--- config.mk ---
export PLATFORM = sky130hd
export DESIGN_NAME = vigenere_40_symbol_cipher_core
export DESIGN_NICKNAME = d
export VERILOG_FILES = /design/src/sv/vc40_pkg.sv /design/src/sv/vc40_regs.sv /design/src/sv/vc40_front.sv /design/src/sv/vc40_back.sv /design/src/sv/vigenere_40_symbol_cipher_core.sv
export SDC_FILE = /design/constraint.sdc
export NUM_CORES = 1
export LEC_CHECK = 0
export ABC_CLOCK_PERIOD_IN_PS = 10100
export BUFFER_PORTS_ARGS = -buffer_cell sky130_fd_sc_hd__buf_2
export CORE_AREA = 2 2 151 153
export DETAILED_ROUTE_END_ITERATION = 10
export DIE_AREA = 0 0 153 155
export HOLD_SLACK_MARGIN = 0.02
export PLACE_DENSITY = 0.81
export SYNTH_ARGS = -nofsm -noshare
export SYNTH_HDL_FRONTEND = slang
export SYNTH_SLANG_ARGS = --single-unit
--- constraint.sdc ---
create_clock -name clk_i -period 10.1 [get_ports clk_i]
set_input_delay 2.02 -clock clk_i [delete_from_list [all_inputs] [get_ports clk_i]]
set_output_delay 2.02 -clock clk_i [all_outputs]
set_load 0.05 [all_outputs]
--- src/sv/vc40_pkg.sv ---
// ----------------------------------------------------------------------------
// vc40_pkg
// Shared types, constants and symbol mapping functions of the 40-symbol
// Vigenere cipher core.
// ----------------------------------------------------------------------------
`default_nettype none

package vc40_pkg;

  localparam int unsigned KeyMaxDefault = 32;

  localparam int unsigned SymW        = 6;
  localparam int unsigned KeySyms     = 32;
  localparam int unsigned KeyIdxW     = 5;
  localparam int unsigned KeyWordSyms = 8;
  localparam int unsigned KeyWordW    = KeyWordSyms * SymW;
  localparam int unsigned KeyWords    = KeySyms / KeyWordSyms;
  localparam int unsigned LenW        = 6;
  localparam int unsigned AddrW       = 6;
  localparam int unsigned DataW       = 64;
  localparam int unsigned RegIdxW     = 3;
  localparam int unsigned RegIdxLsb   = 3;

  localparam logic [6:0] SymCount = 7'd40;

  localparam logic [7:0] CharLowA  = 8'd97;
  localparam logic [7:0] CharLowZ  = 8'd122;
  localparam logic [7:0] CharZero  = 8'd48;
  localparam logic [7:0] CharNine  = 8'd57;
  localparam logic [7:0] CharSpace = 8'd32;
  localparam logic [7:0] CharDot   = 8'd46;
  localparam logic [7:0] CharComma = 8'd44;
  localparam logic [7:0] CharApos  = 8'd39;

  localparam logic [SymW-1:0] SymLetters = 6'd26;
  localparam logic [SymW-1:0] SymSpace   = 6'd26;
  localparam logic [SymW-1:0] SymDot     = 6'd27;
  localparam logic [SymW-1:0] SymComma   = 6'd28;
  localparam logic [SymW-1:0] SymApos    = 6'd29;
  localparam logic [SymW-1:0] SymDigit0  = 6'd30;
  localparam logic [SymW-1:0] SymDefault = 6'd0;

  localparam logic [7:0] DigitOffset = CharZero - 8'(SymDigit0);

  typedef enum logic [RegIdxW-1:0] {
    REG_KEY_LENGTH   = 3'd0,
    REG_DECRYPT_MODE = 3'd1,
    REG_KEY_WORD_0   = 3'd2,
    REG_KEY_WORD_1   = 3'd3,
    REG_KEY_WORD_2   = 3'd4,
    REG_KEY_WORD_3   = 3'd5
  } reg_idx_e;

  typedef struct packed {
    logic [7:0] text_byte;
    logic       message_end;
  } in_req_t;

  typedef struct packed {
    logic [7:0] cipher_byte;
    logic       end_of_message;
  } out_req_t;

  typedef struct packed {
    logic [LenW-1:0]          key_length;
    logic                     decrypt_mode;
    logic [KeySyms*SymW-1:0]  key_syms;
  } cfg_t;

  typedef struct packed {
    logic [7:0]      text_byte;
    logic            message_end;
    logic [SymW-1:0] key_sym;
  } stage_t;

  function automatic logic [SymW-1:0] byte_to_symbol(input logic [7:0] b);
    logic [SymW-1:0] s;
    if (b >= CharLowA && b <= CharLowZ) begin
      s = SymW'(b - CharLowA);
    end else if (b >= CharZero && b <= CharNine) begin
      s = SymW'(b - DigitOffset);
    end else if (b == CharSpace) begin
      s = SymSpace;
    end else if (b == CharDot) begin
      s = SymDot;
    end else if (b == CharComma) begin
      s = SymComma;
    end else if (b == CharApos) begin
      s = SymApos;
    end else begin
      s = SymDefault;
    end
    return s;
  endfunction

  function automatic logic [7:0] symbol_to_byte(input logic [SymW-1:0] s);
    logic [7:0] b;
    if (s < SymLetters) begin
      b = {2'b00, s} + CharLowA;
    end else if (s == SymSpace) begin
      b = CharSpace;
    end else if (s == SymDot) begin
      b = CharDot;
    end else if (s == SymComma) begin
      b = CharComma;
    end else if (s == SymApos) begin
      b = CharApos;
    end else if ({1'b0, s} < SymCount) begin
      b = {2'b00, s} + DigitOffset;
    end else begin
      b = CharLowA;
    end
    return b;
  endfunction

  function automatic logic [SymW-1:0] mod_shift(input logic [SymW-1:0] s,
                                                input logic [SymW-1:0] k,
                                                input logic            dec);
    logic [6:0] sum;
    if (dec) begin
      sum = {1'b0, s} + SymCount - {1'b0, k};
    end else begin
      sum = {1'b0, s} + {1'b0, k};
    end
    if (sum >= SymCount) begin
      sum = sum - SymCount;
    end
    return SymW'(sum);
  endfunction

endpackage

`default_nettype wire

--- src/sv/vc40_regs.sv ---
// ----------------------------------------------------------------------------
// vc40_regs
// APB register file: key length, direction and the four packed key words.
// ----------------------------------------------------------------------------
`default_nettype none

module vc40_regs import vc40_pkg::*; (
  input  wire logic             clk_i,
  input  wire logic             rst_ni,
  input  wire logic             psel,
  input  wire logic             penable,
  input  wire logic             pwrite,
  input  wire logic [AddrW-1:0] paddr,
  input  wire logic [DataW-1:0] pwdata,
  output logic      [DataW-1:0] prdata,
  output logic                  pready,
  output cfg_t                  cfg_o
);

  logic [LenW-1:0]     key_length_q;
  logic                decrypt_mode_q;
  logic [KeyWordW-1:0] key_word_q [KeyWords];
  logic                wr_en;
  reg_idx_e            reg_idx;

  assign pready  = 1'b1;
  assign wr_en   = psel & penable & pwrite & pready;
  assign reg_idx = reg_idx_e'(paddr[RegIdxLsb +: RegIdxW]);

  always_ff @(posedge clk_i or negedge rst_ni) begin
    if (!rst_ni) begin
      key_length_q   <= LenW'(1);
      decrypt_mode_q <= 1'b0;
      for (int i = 0; i < KeyWords; i++) begin
        key_word_q[i] <= '0;
      end
    end else if (wr_en) begin
      unique case (reg_idx)
        REG_KEY_LENGTH:   key_length_q   <= pwdata[LenW-1:0];
        REG_DECRYPT_MODE: decrypt_mode_q <= pwdata[0];
        REG_KEY_WORD_0:   key_word_q[0]  <= pwdata[KeyWordW-1:0];
        REG_KEY_WORD_1:   key_word_q[1]  <= pwdata[KeyWordW-1:0];
        REG_KEY_WORD_2:   key_word_q[2]  <= pwdata[KeyWordW-1:0];
        REG_KEY_WORD_3:   key_word_q[3]  <= pwdata[KeyWordW-1:0];
        default: ;
      endcase
    end
  end

  always_comb begin
    prdata = '0;
    unique case (reg_idx)
      REG_KEY_LENGTH:   prdata = DataW'(key_length_q);
      REG_DECRYPT_MODE: prdata = DataW'(decrypt_mode_q);
      REG_KEY_WORD_0:   prdata = DataW'(key_word_q[0]);
      REG_KEY_WORD_1:   prdata = DataW'(key_word_q[1]);
      REG_KEY_WORD_2:   prdata = DataW'(key_word_q[2]);
      REG_KEY_WORD_3:   prdata = DataW'(key_word_q[3]);
      default:          prdata = '0;
    endcase
  end

  assign cfg_o.key_length   = key_length_q;
  assign cfg_o.decrypt_mode = decrypt_mode_q;
  assign cfg_o.key_syms     = {key_word_q[3], key_word_q[2], key_word_q[1], key_word_q[0]};

endmodule

`default_nettype wire

--- src/sv/vc40_front.sv ---
// ----------------------------------------------------------------------------
// vc40_front
// Input register and key position counter; picks the key symbol for each
// accepted request.
// ----------------------------------------------------------------------------
`default_nettype none

module vc40_front import vc40_pkg::*; #(
  parameter int unsigned KEY_MAX = KeyMaxDefault,
  localparam int unsigned PosW   = (KEY_MAX > 1) ? $clog2(KEY_MAX) : 1
) (
  input  wire logic            clk_i,
  input  wire logic            rst_ni,
  input  wire cfg_t            cfg_i,
  input  wire logic            in_valid_i,
  input  wire in_req_t         in_req_i,
  output logic                 in_stall_o,
  input  wire logic            back_ready_i,
  output logic                 stage_valid_o,
  output stage_t               stage_o,
  output logic      [PosW-1:0] key_pos_o
);

  logic              stage_valid_q, stage_valid_d;
  stage_t            stage_q;
  logic [PosW-1:0]   pos_q, pos_d;
  logic              load;
  logic [LenW-1:0]   len_eff;
  logic [PosW:0]     pos_inc;
  logic [KeyIdxW-1:0] key_idx;
  logic [SymW-1:0]   key_raw, key_sym;

  assign in_stall_o = stage_valid_q & ~back_ready_i;
  assign load       = in_valid_i & ~in_stall_o;

  always_comb begin
    if (cfg_i.key_length == '0) begin
      len_eff = LenW'(1);
    end else if (cfg_i.key_length > LenW'(KEY_MAX)) begin
      len_eff = LenW'(KEY_MAX);
    end else begin
      len_eff = cfg_i.key_length;
    end
  end

  assign key_idx = KeyIdxW'(pos_q);
  assign key_raw = cfg_i.key_syms[key_idx * SymW +: SymW];
  assign key_sym = ({1'b0, key_raw} >= SymCount) ? SymW'({1'b0, key_raw} - SymCount)
                                                 : key_raw;
  assign pos_inc = {1'b0, pos_q} + (PosW+1)'(1);

  always_comb begin
    pos_d         = pos_q;
    stage_valid_d = stage_valid_q & ~back_ready_i;
    if (load) begin
      stage_valid_d = 1'b1;
      if (in_req_i.message_end || LenW'(pos_inc) >= len_eff) begin
        pos_d = '0;
      end else begin
        pos_d = PosW'(pos_inc);
      end
    end
  end

  always_ff @(posedge clk_i or negedge rst_ni) begin
    if (!rst_ni) begin
      stage_valid_q <= 1'b0;
      pos_q         <= '0;
    end else begin
      stage_valid_q <= stage_valid_d;
      pos_q         <= pos_d;
    end
  end

  always_ff @(posedge clk_i) begin
    if (load) begin
      stage_q.text_byte   <= in_req_i.text_byte;
      stage_q.message_end <= in_req_i.message_end;
      stage_q.key_sym     <= key_sym;
    end
  end

  assign stage_valid_o = stage_valid_q;
  assign stage_o       = stage_q;
  assign key_pos_o     = pos_q;

endmodule

`default_nettype wire

--- src/sv/vc40_back.sv ---
// ----------------------------------------------------------------------------
// vc40_back
// Symbol mapping, modulo-40 shift and the result register.
// ----------------------------------------------------------------------------
`default_nettype none

module vc40_back import vc40_pkg::*; (
  input  wire logic   clk_i,
  input  wire logic   rst_ni,
  input  wire logic   decrypt_mode_i,
  input  wire logic   stage_valid_i,
  input  wire stage_t stage_i,
  output logic        back_ready_o,
  output logic        out_valid_o,
  output out_req_t    out_req_o,
  input  wire logic   out_stall_i
);

  logic            out_valid_q;
  out_req_t        out_req_q;
  logic            load;
  logic [SymW-1:0] sym_in, sym_out;

  assign back_ready_o = ~out_valid_q | ~out_stall_i;
  assign load         = stage_valid_i & back_ready_o;

  assign sym_in  = byte_to_symbol(stage_i.text_byte);
  assign sym_out = mod_shift(sym_in, stage_i.key_sym, decrypt_mode_i);

  always_ff @(posedge clk_i or negedge rst_ni) begin
    if (!rst_ni) begin
      out_valid_q <= 1'b0;
    end else begin
      out_valid_q <= load | (out_valid_q & out_stall_i);
    end
  end

  always_ff @(posedge clk_i) begin
    if (load) begin
      out_req_q.cipher_byte    <= symbol_to_byte(sym_out);
      out_req_q.end_of_message <= stage_i.message_end;
    end
  end

  assign out_valid_o = out_valid_q;
  assign out_req_o   = out_req_q;

endmodule

`default_nettype wire

--- src/sv/vigenere_40_symbol_cipher_core.sv ---
// ----------------------------------------------------------------------------
// vigenere_40_symbol_cipher_core
// Vigenere stream cipher over a 40-symbol alphabet, one text byte per request.
// ----------------------------------------------------------------------------
// The core takes one request per clock while the output is not stalled and
// delivers one result per request. The rate is set by the two-register
// pipeline: the input register, which also latches the key symbol at the
// current key position, and the result register behind the mapping and
// modulo-40 shift logic. The key position advances on each accepted
// request, wraps at the key length and restarts after a request marked as the
// end of a message. Registers sit on an APB port at 8-byte spacing: key length,
// decrypt mode, then the four key words of eight 6-bit symbols each. Write
// registers only while the core is empty.
`default_nettype none

module vigenere_40_symbol_cipher_core import vc40_pkg::*; #(
  parameter int unsigned KEY_MAX = KeyMaxDefault
) (
  input  wire logic             clk_i,
  input  wire logic             rst_ni,
  input  wire logic             psel,
  input  wire logic             penable,
  input  wire logic             pwrite,
  input  wire logic [AddrW-1:0] paddr,
  input  wire logic [DataW-1:0] pwdata,
  output logic      [DataW-1:0] prdata,
  output logic                  pready,
  input  wire logic             in_valid_i,
  input  wire in_req_t          in_req_i,
  output logic                  in_stall_o,
  output logic                  out_valid_o,
  output out_req_t              out_req_o,
  input  wire logic             out_stall_i
);

  localparam int unsigned PosW = (KEY_MAX > 1) ? $clog2(KEY_MAX) : 1;

  cfg_t            cfg;
  logic            stage_valid;
  stage_t          stage;
  logic            back_ready;
  logic [PosW-1:0] key_pos;

  vc40_regs u_regs (
    .clk_i   (clk_i),
    .rst_ni  (rst_ni),
    .psel    (psel),
    .penable (penable),
    .pwrite  (pwrite),
    .paddr   (paddr),
    .pwdata  (pwdata),
    .prdata  (prdata),
    .pready  (pready),
    .cfg_o   (cfg)
  );

  vc40_front #(
    .KEY_MAX (KEY_MAX)
  ) u_front (
    .clk_i         (clk_i),
    .rst_ni        (rst_ni),
    .cfg_i         (cfg),
    .in_valid_i    (in_valid_i),
    .in_req_i      (in_req_i),
    .in_stall_o    (in_stall_o),
    .back_ready_i  (back_ready),
    .stage_valid_o (stage_valid),
    .stage_o       (stage),
    .key_pos_o     (key_pos)
  );

  vc40_back u_back (
    .clk_i          (clk_i),
    .rst_ni         (rst_ni),
    .decrypt_mode_i (cfg.decrypt_mode),
    .stage_valid_i  (stage_valid),
    .stage_i        (stage),
    .back_ready_o   (back_ready),
    .out_valid_o    (out_valid_o),
    .out_req_o      (out_req_o),
    .out_stall_i    (out_stall_i)
  );

  a_pos_restart: assert property (@(posedge clk_i) disable iff (!rst_ni)
    (in_valid_i && !in_stall_o && in_req_i.message_end) |=> (key_pos == '0))
    else $error("key position did not restart after end of message");

  a_pos_range: assert property (@(posedge clk_i) disable iff (!rst_ni)
    ({1'b0, key_pos} < (PosW+1)'(KEY_MAX)) || (KEY_MAX == 1 && key_pos == '0))
    else $error("key position beyond key capacity");

  a_stage_moves: assert property (@(posedge clk_i) disable iff (!rst_ni)
    (stage_valid && back_ready) |=> out_valid_o)
    else $error("staged request lost before result register");

  a_accept_fills: assert property (@(posedge clk_i) disable iff (!rst_ni)
    (in_valid_i && !in_stall_o) |=> stage_valid)
    else $error("accepted request not held in input register");

endmodule

`default_nettype wire

==> flow_summary.toml <==
[worst_setup_path]
crit_family = "compound AO/OA/AOI/OAI gates"
path_cells = "inv_1, ha_1, a21oi_1, nor4bb_1, o31ai_1, o21ai_0, ha_1, ha_1, fa_1, xnor2_1, nor2_1, a21oi_1, ha_1, inv_1, o31ai_1, o31ai_2, a21o_1, mux2i_1, o31a_1, nand2b_4, o32ai_1"
end_kind = "flip-flop"
cp.arrival_ns = 6.79
crit_required_ns = 10.43
setup.worst_path.start_class = "flip-flop"
max_stage_delay_ns = 0.60
crit_type = "flip-flop to flip-flop"
cp_slowest_cell = "o21ai_0"
crit_fanout = 6
cp_common_cell = "ha_1"
path_buf_inv = 2

[global_routing]
grt-ovfl-total = 0
antenna_found_initial = 5
grt_max_degree = 99
grt_pass1_wl_mm = 52.9
grt_pass1_vias = 9736
track_usage = 0.279

[layout]
nFillCells = 1588
drive_gt1_frac = 0.362
layout.cells.non_filler = 1492
area_growth_pct = 12.9
layout.nets = 1312
utilization = 0.661

[job]
drv_cap = 0

[synthesis]
ys.flop_type = "dfrtp_1"
async_reset_ff_frac = 0.896
synth_most_common_cell = "dfrtp_1"
synth_top_area_share = 0.394
ys_types = 68
avgSynthCellArea_um2 = 11.9
ys_top_cells_by_area = "dfrtp_1 39%, mux2_2 17%, edfxtp_1 5.5%, a22oi_1 5.2%, mux4_2 5.2%"
yosysWarnings = 0
synth_commonest_cells = "205 x dfrtp_1, 202 x mux2_2, 100 x nand2_1"
synth-seq-cells = 230
syn_inst = 1089
ys_seq_area_frac = 0.452
yosys.area.top_type = "dfrtp_1"
syn-cell-area_mm2 = 0.0130
synth-edff-count = 24

[detailed_routing]
vias = 9533
drt_iter0_drc = 922
viasPerCell = 6.39
ant_nets = 0
routed_wl_mm = 32.9
first_pass_iters = 5
wl_per_cell_um = 22.1
drc = 0

[floorplanning]
start_util = 0.585
core_area_mm2 = 0.0222
die_w_um = 153
ioPinCount = 162
num_rows = 55
dieArea_mm2 = 0.0237
fp.dieH_um = 155

[timing]
rsz0062_at_grt = "no"
relSlewSlack = 0.228
timing_worst_slew_pin_value_ns = 1.16
fin_worst_skew_ns = 0.0221
period_needed_ns = 6.46
setup-tns-final_ns = 0
setup_violations = 0
drv_slew = 0
hold_violations = 0
fin_crit_sh = 0.640
timing.fmax_mhz = 155

[power]
p_switching_mw = 1.21
p_int_mw = 2.24
clkPwrFrac = 0.283
leakage_nw = 6.57
p_sw_frac = 0.351
max-vdd-ir-drop_uv = 182
powerDensity_mw_per_mm2 = 235
p_comb_frac = 0.335
seq_power_share = 0.381

[clocking]
cts_resized = 0
clk-insertion-delay-late_ns = 0.54
htreeDepth = 1
cts-root-buf = "clkbuf_16"
clkTransAtPathRegs_ns = 0.06
cts_buffers = 26
cts.sinks = 230
cts_hold_buffers = 0
cts_setup_buffers = 0
cts_tree = "yes"
cts_max_path_buffers = 3

[placement]
finalWeightedCongestion = 0.883
port_buffers = 125
hpwl_mm = 22.0
dp.cells = 1442

[min_path]
hold_path.class = "flip-flop to flip-flop"

[outcome]
status = "finished clean"
[kinds of logic after synthesis]
| group | share of synthesized area |
|---|---|
| flip-flops | 0.452 |
| XOR/XNOR | 0.0101 |
| multiplexers | 0.267 |
| AND/OR/NAND/NOR | 0.0611 |
| adder cells (fa/ha/maj) | 0.0406 |
| AO/OA/AOI/OAI | 0.129 |
| other | 0.000577 |
| buffers and inverters | 0.0398 |
[power groups by stage]
| stage | clock network, mW | logic, mW | registers [mW] |
|---|---|---|---|
| finish | 0.980 | 1.16 | 1.32 |
| floorplan | 0 | 0.902 | 1.29 |
| CTS | 0.992 | 1.16 | 1.31 |
| detailed placement | 0 | 1.15 | 1.33 |
| global route | 1.03 | 1.25 | 1.34 |
| global placement | 0 | 1.11 | 1.32 |
[worst paths after layout]
| check | endpoint | cells past startpoint | slack, ns | from |
|---|---|---|---|---|
| max | u_back.out_req_o[5] | 21 | 3.64 | u_front.stage_o[9] |
| min | u_back.out_req_o[0] | 0 | 0.47 | u_front.stage_o[6] |
| max reg2reg | u_back.out_req_o[5] | 21 | 3.64 | u_front.stage_o[9] |
| min reg2reg | u_back.out_req_o[0] | 0 | 0.47 | u_front.stage_o[6] |
| max in group asynchronous | u_regs.cfg_o[147] | 2 | 7.18 | rst_ni |
| min in group asynchronous | u_regs.cfg_o[28] | 1 | 1.57 | rst_ni |
[registers in the layout (all words and copies together), names as in the netlist]
name,cells
u_front.key_pos_o,5
u_front.stage_o,15
u_regs.key_length_q,6
u_front.stage_valid_o,1
u_back.out_valid_o,1
u_back.out_req_o,9
u_regs.decrypt_mode_q,1
u_regs.cfg_o,192
[per-layer routing]
layer | global-route usage | vias to the layer above | share of wire
met5 | 0 | - | 0.00082
met4 | 0.0988 | 4 | 0.034
met3 | 0.0485 | 86 | 0.070
met2 | 0.492 | 395 | 0.51
met1 | 0.348 | 4783 | 0.39
li1 | - | 4265 | -
[metrics by stage]
| step | instance area [µm²] | hold WS (ns) | power (mW) | worst slack (ns) |
|---|---|---|---|---|
| after global routing | 14700 | 0.460 | 3.63 | 3.21 |
| after CTS | 14700 | 0.461 | 3.46 | 3.70 |
| final | 14700 | 0.468 | 3.46 | 3.64 |
| after floorplan | 13100 | 0.400 | 2.19 | 4.50 |
| after detailed placement | 13800 | 0.456 | 2.48 | 3.73 |
| after global placement | 13800 | 0.454 | 2.43 | 3.94 |
[worst register-to-register path: stages, from the launching register on]
cell and delay [ns]:
edfxtp_1 0.46, inv_1 0.17, ha_1 0.17, a21oi_1 0.07, nor4bb_1 0.45, o31ai_1 0.26
o21ai_0 0.60, ha_1 0.39, ha_1 0.24, fa_1 0.41, xnor2_1 0.30, nor2_1 0.13
a21oi_1 0.45, ha_1 0.38, inv_1 0.12, o31ai_1 0.30, o31ai_2 0.17, a21o_1 0.24
mux2i_1 0.14, o31a_1 0.35, nand2b_4 0.16, o32ai_1 0.30
[final cells by class]
class                      instances  area [µm²]  area share
timing repair buffer             138         732      0.0498
clock inverter                    10         138     0.00937
tap                              285         357      0.0243
antenna                            2        5.00    0.000341
multi-input combinational        760        6710       0.457
sequential                       230        5880       0.400
clock buffer                      38         757      0.0515
inverter                          29         109     0.00741
[cells in the final DEF (no fill, tap or decap), types with 5 or more instances in the layout]
master       n
a21o_1       5
a21oi_1     25
a22oi_1     90
buf_2      124
buf_4       13
clkbuf_1     7
clkbuf_16   27
clkbuf_8     5
clkinv_2     5
conb_1      17
dfrtp_1    204
edfxtp_1    24
ha_1        39
inv_1       28
mux2_2     202
mux2i_1     51
mux4_2      30
nand2_1    100
nand2b_1     9
nand3_1      7
nor2_1      33
o21ai_0     15
o221ai_1    30
o22ai_1     11
xnor2_1     11
Note: power is estimated with default switching activity, not from simulation.
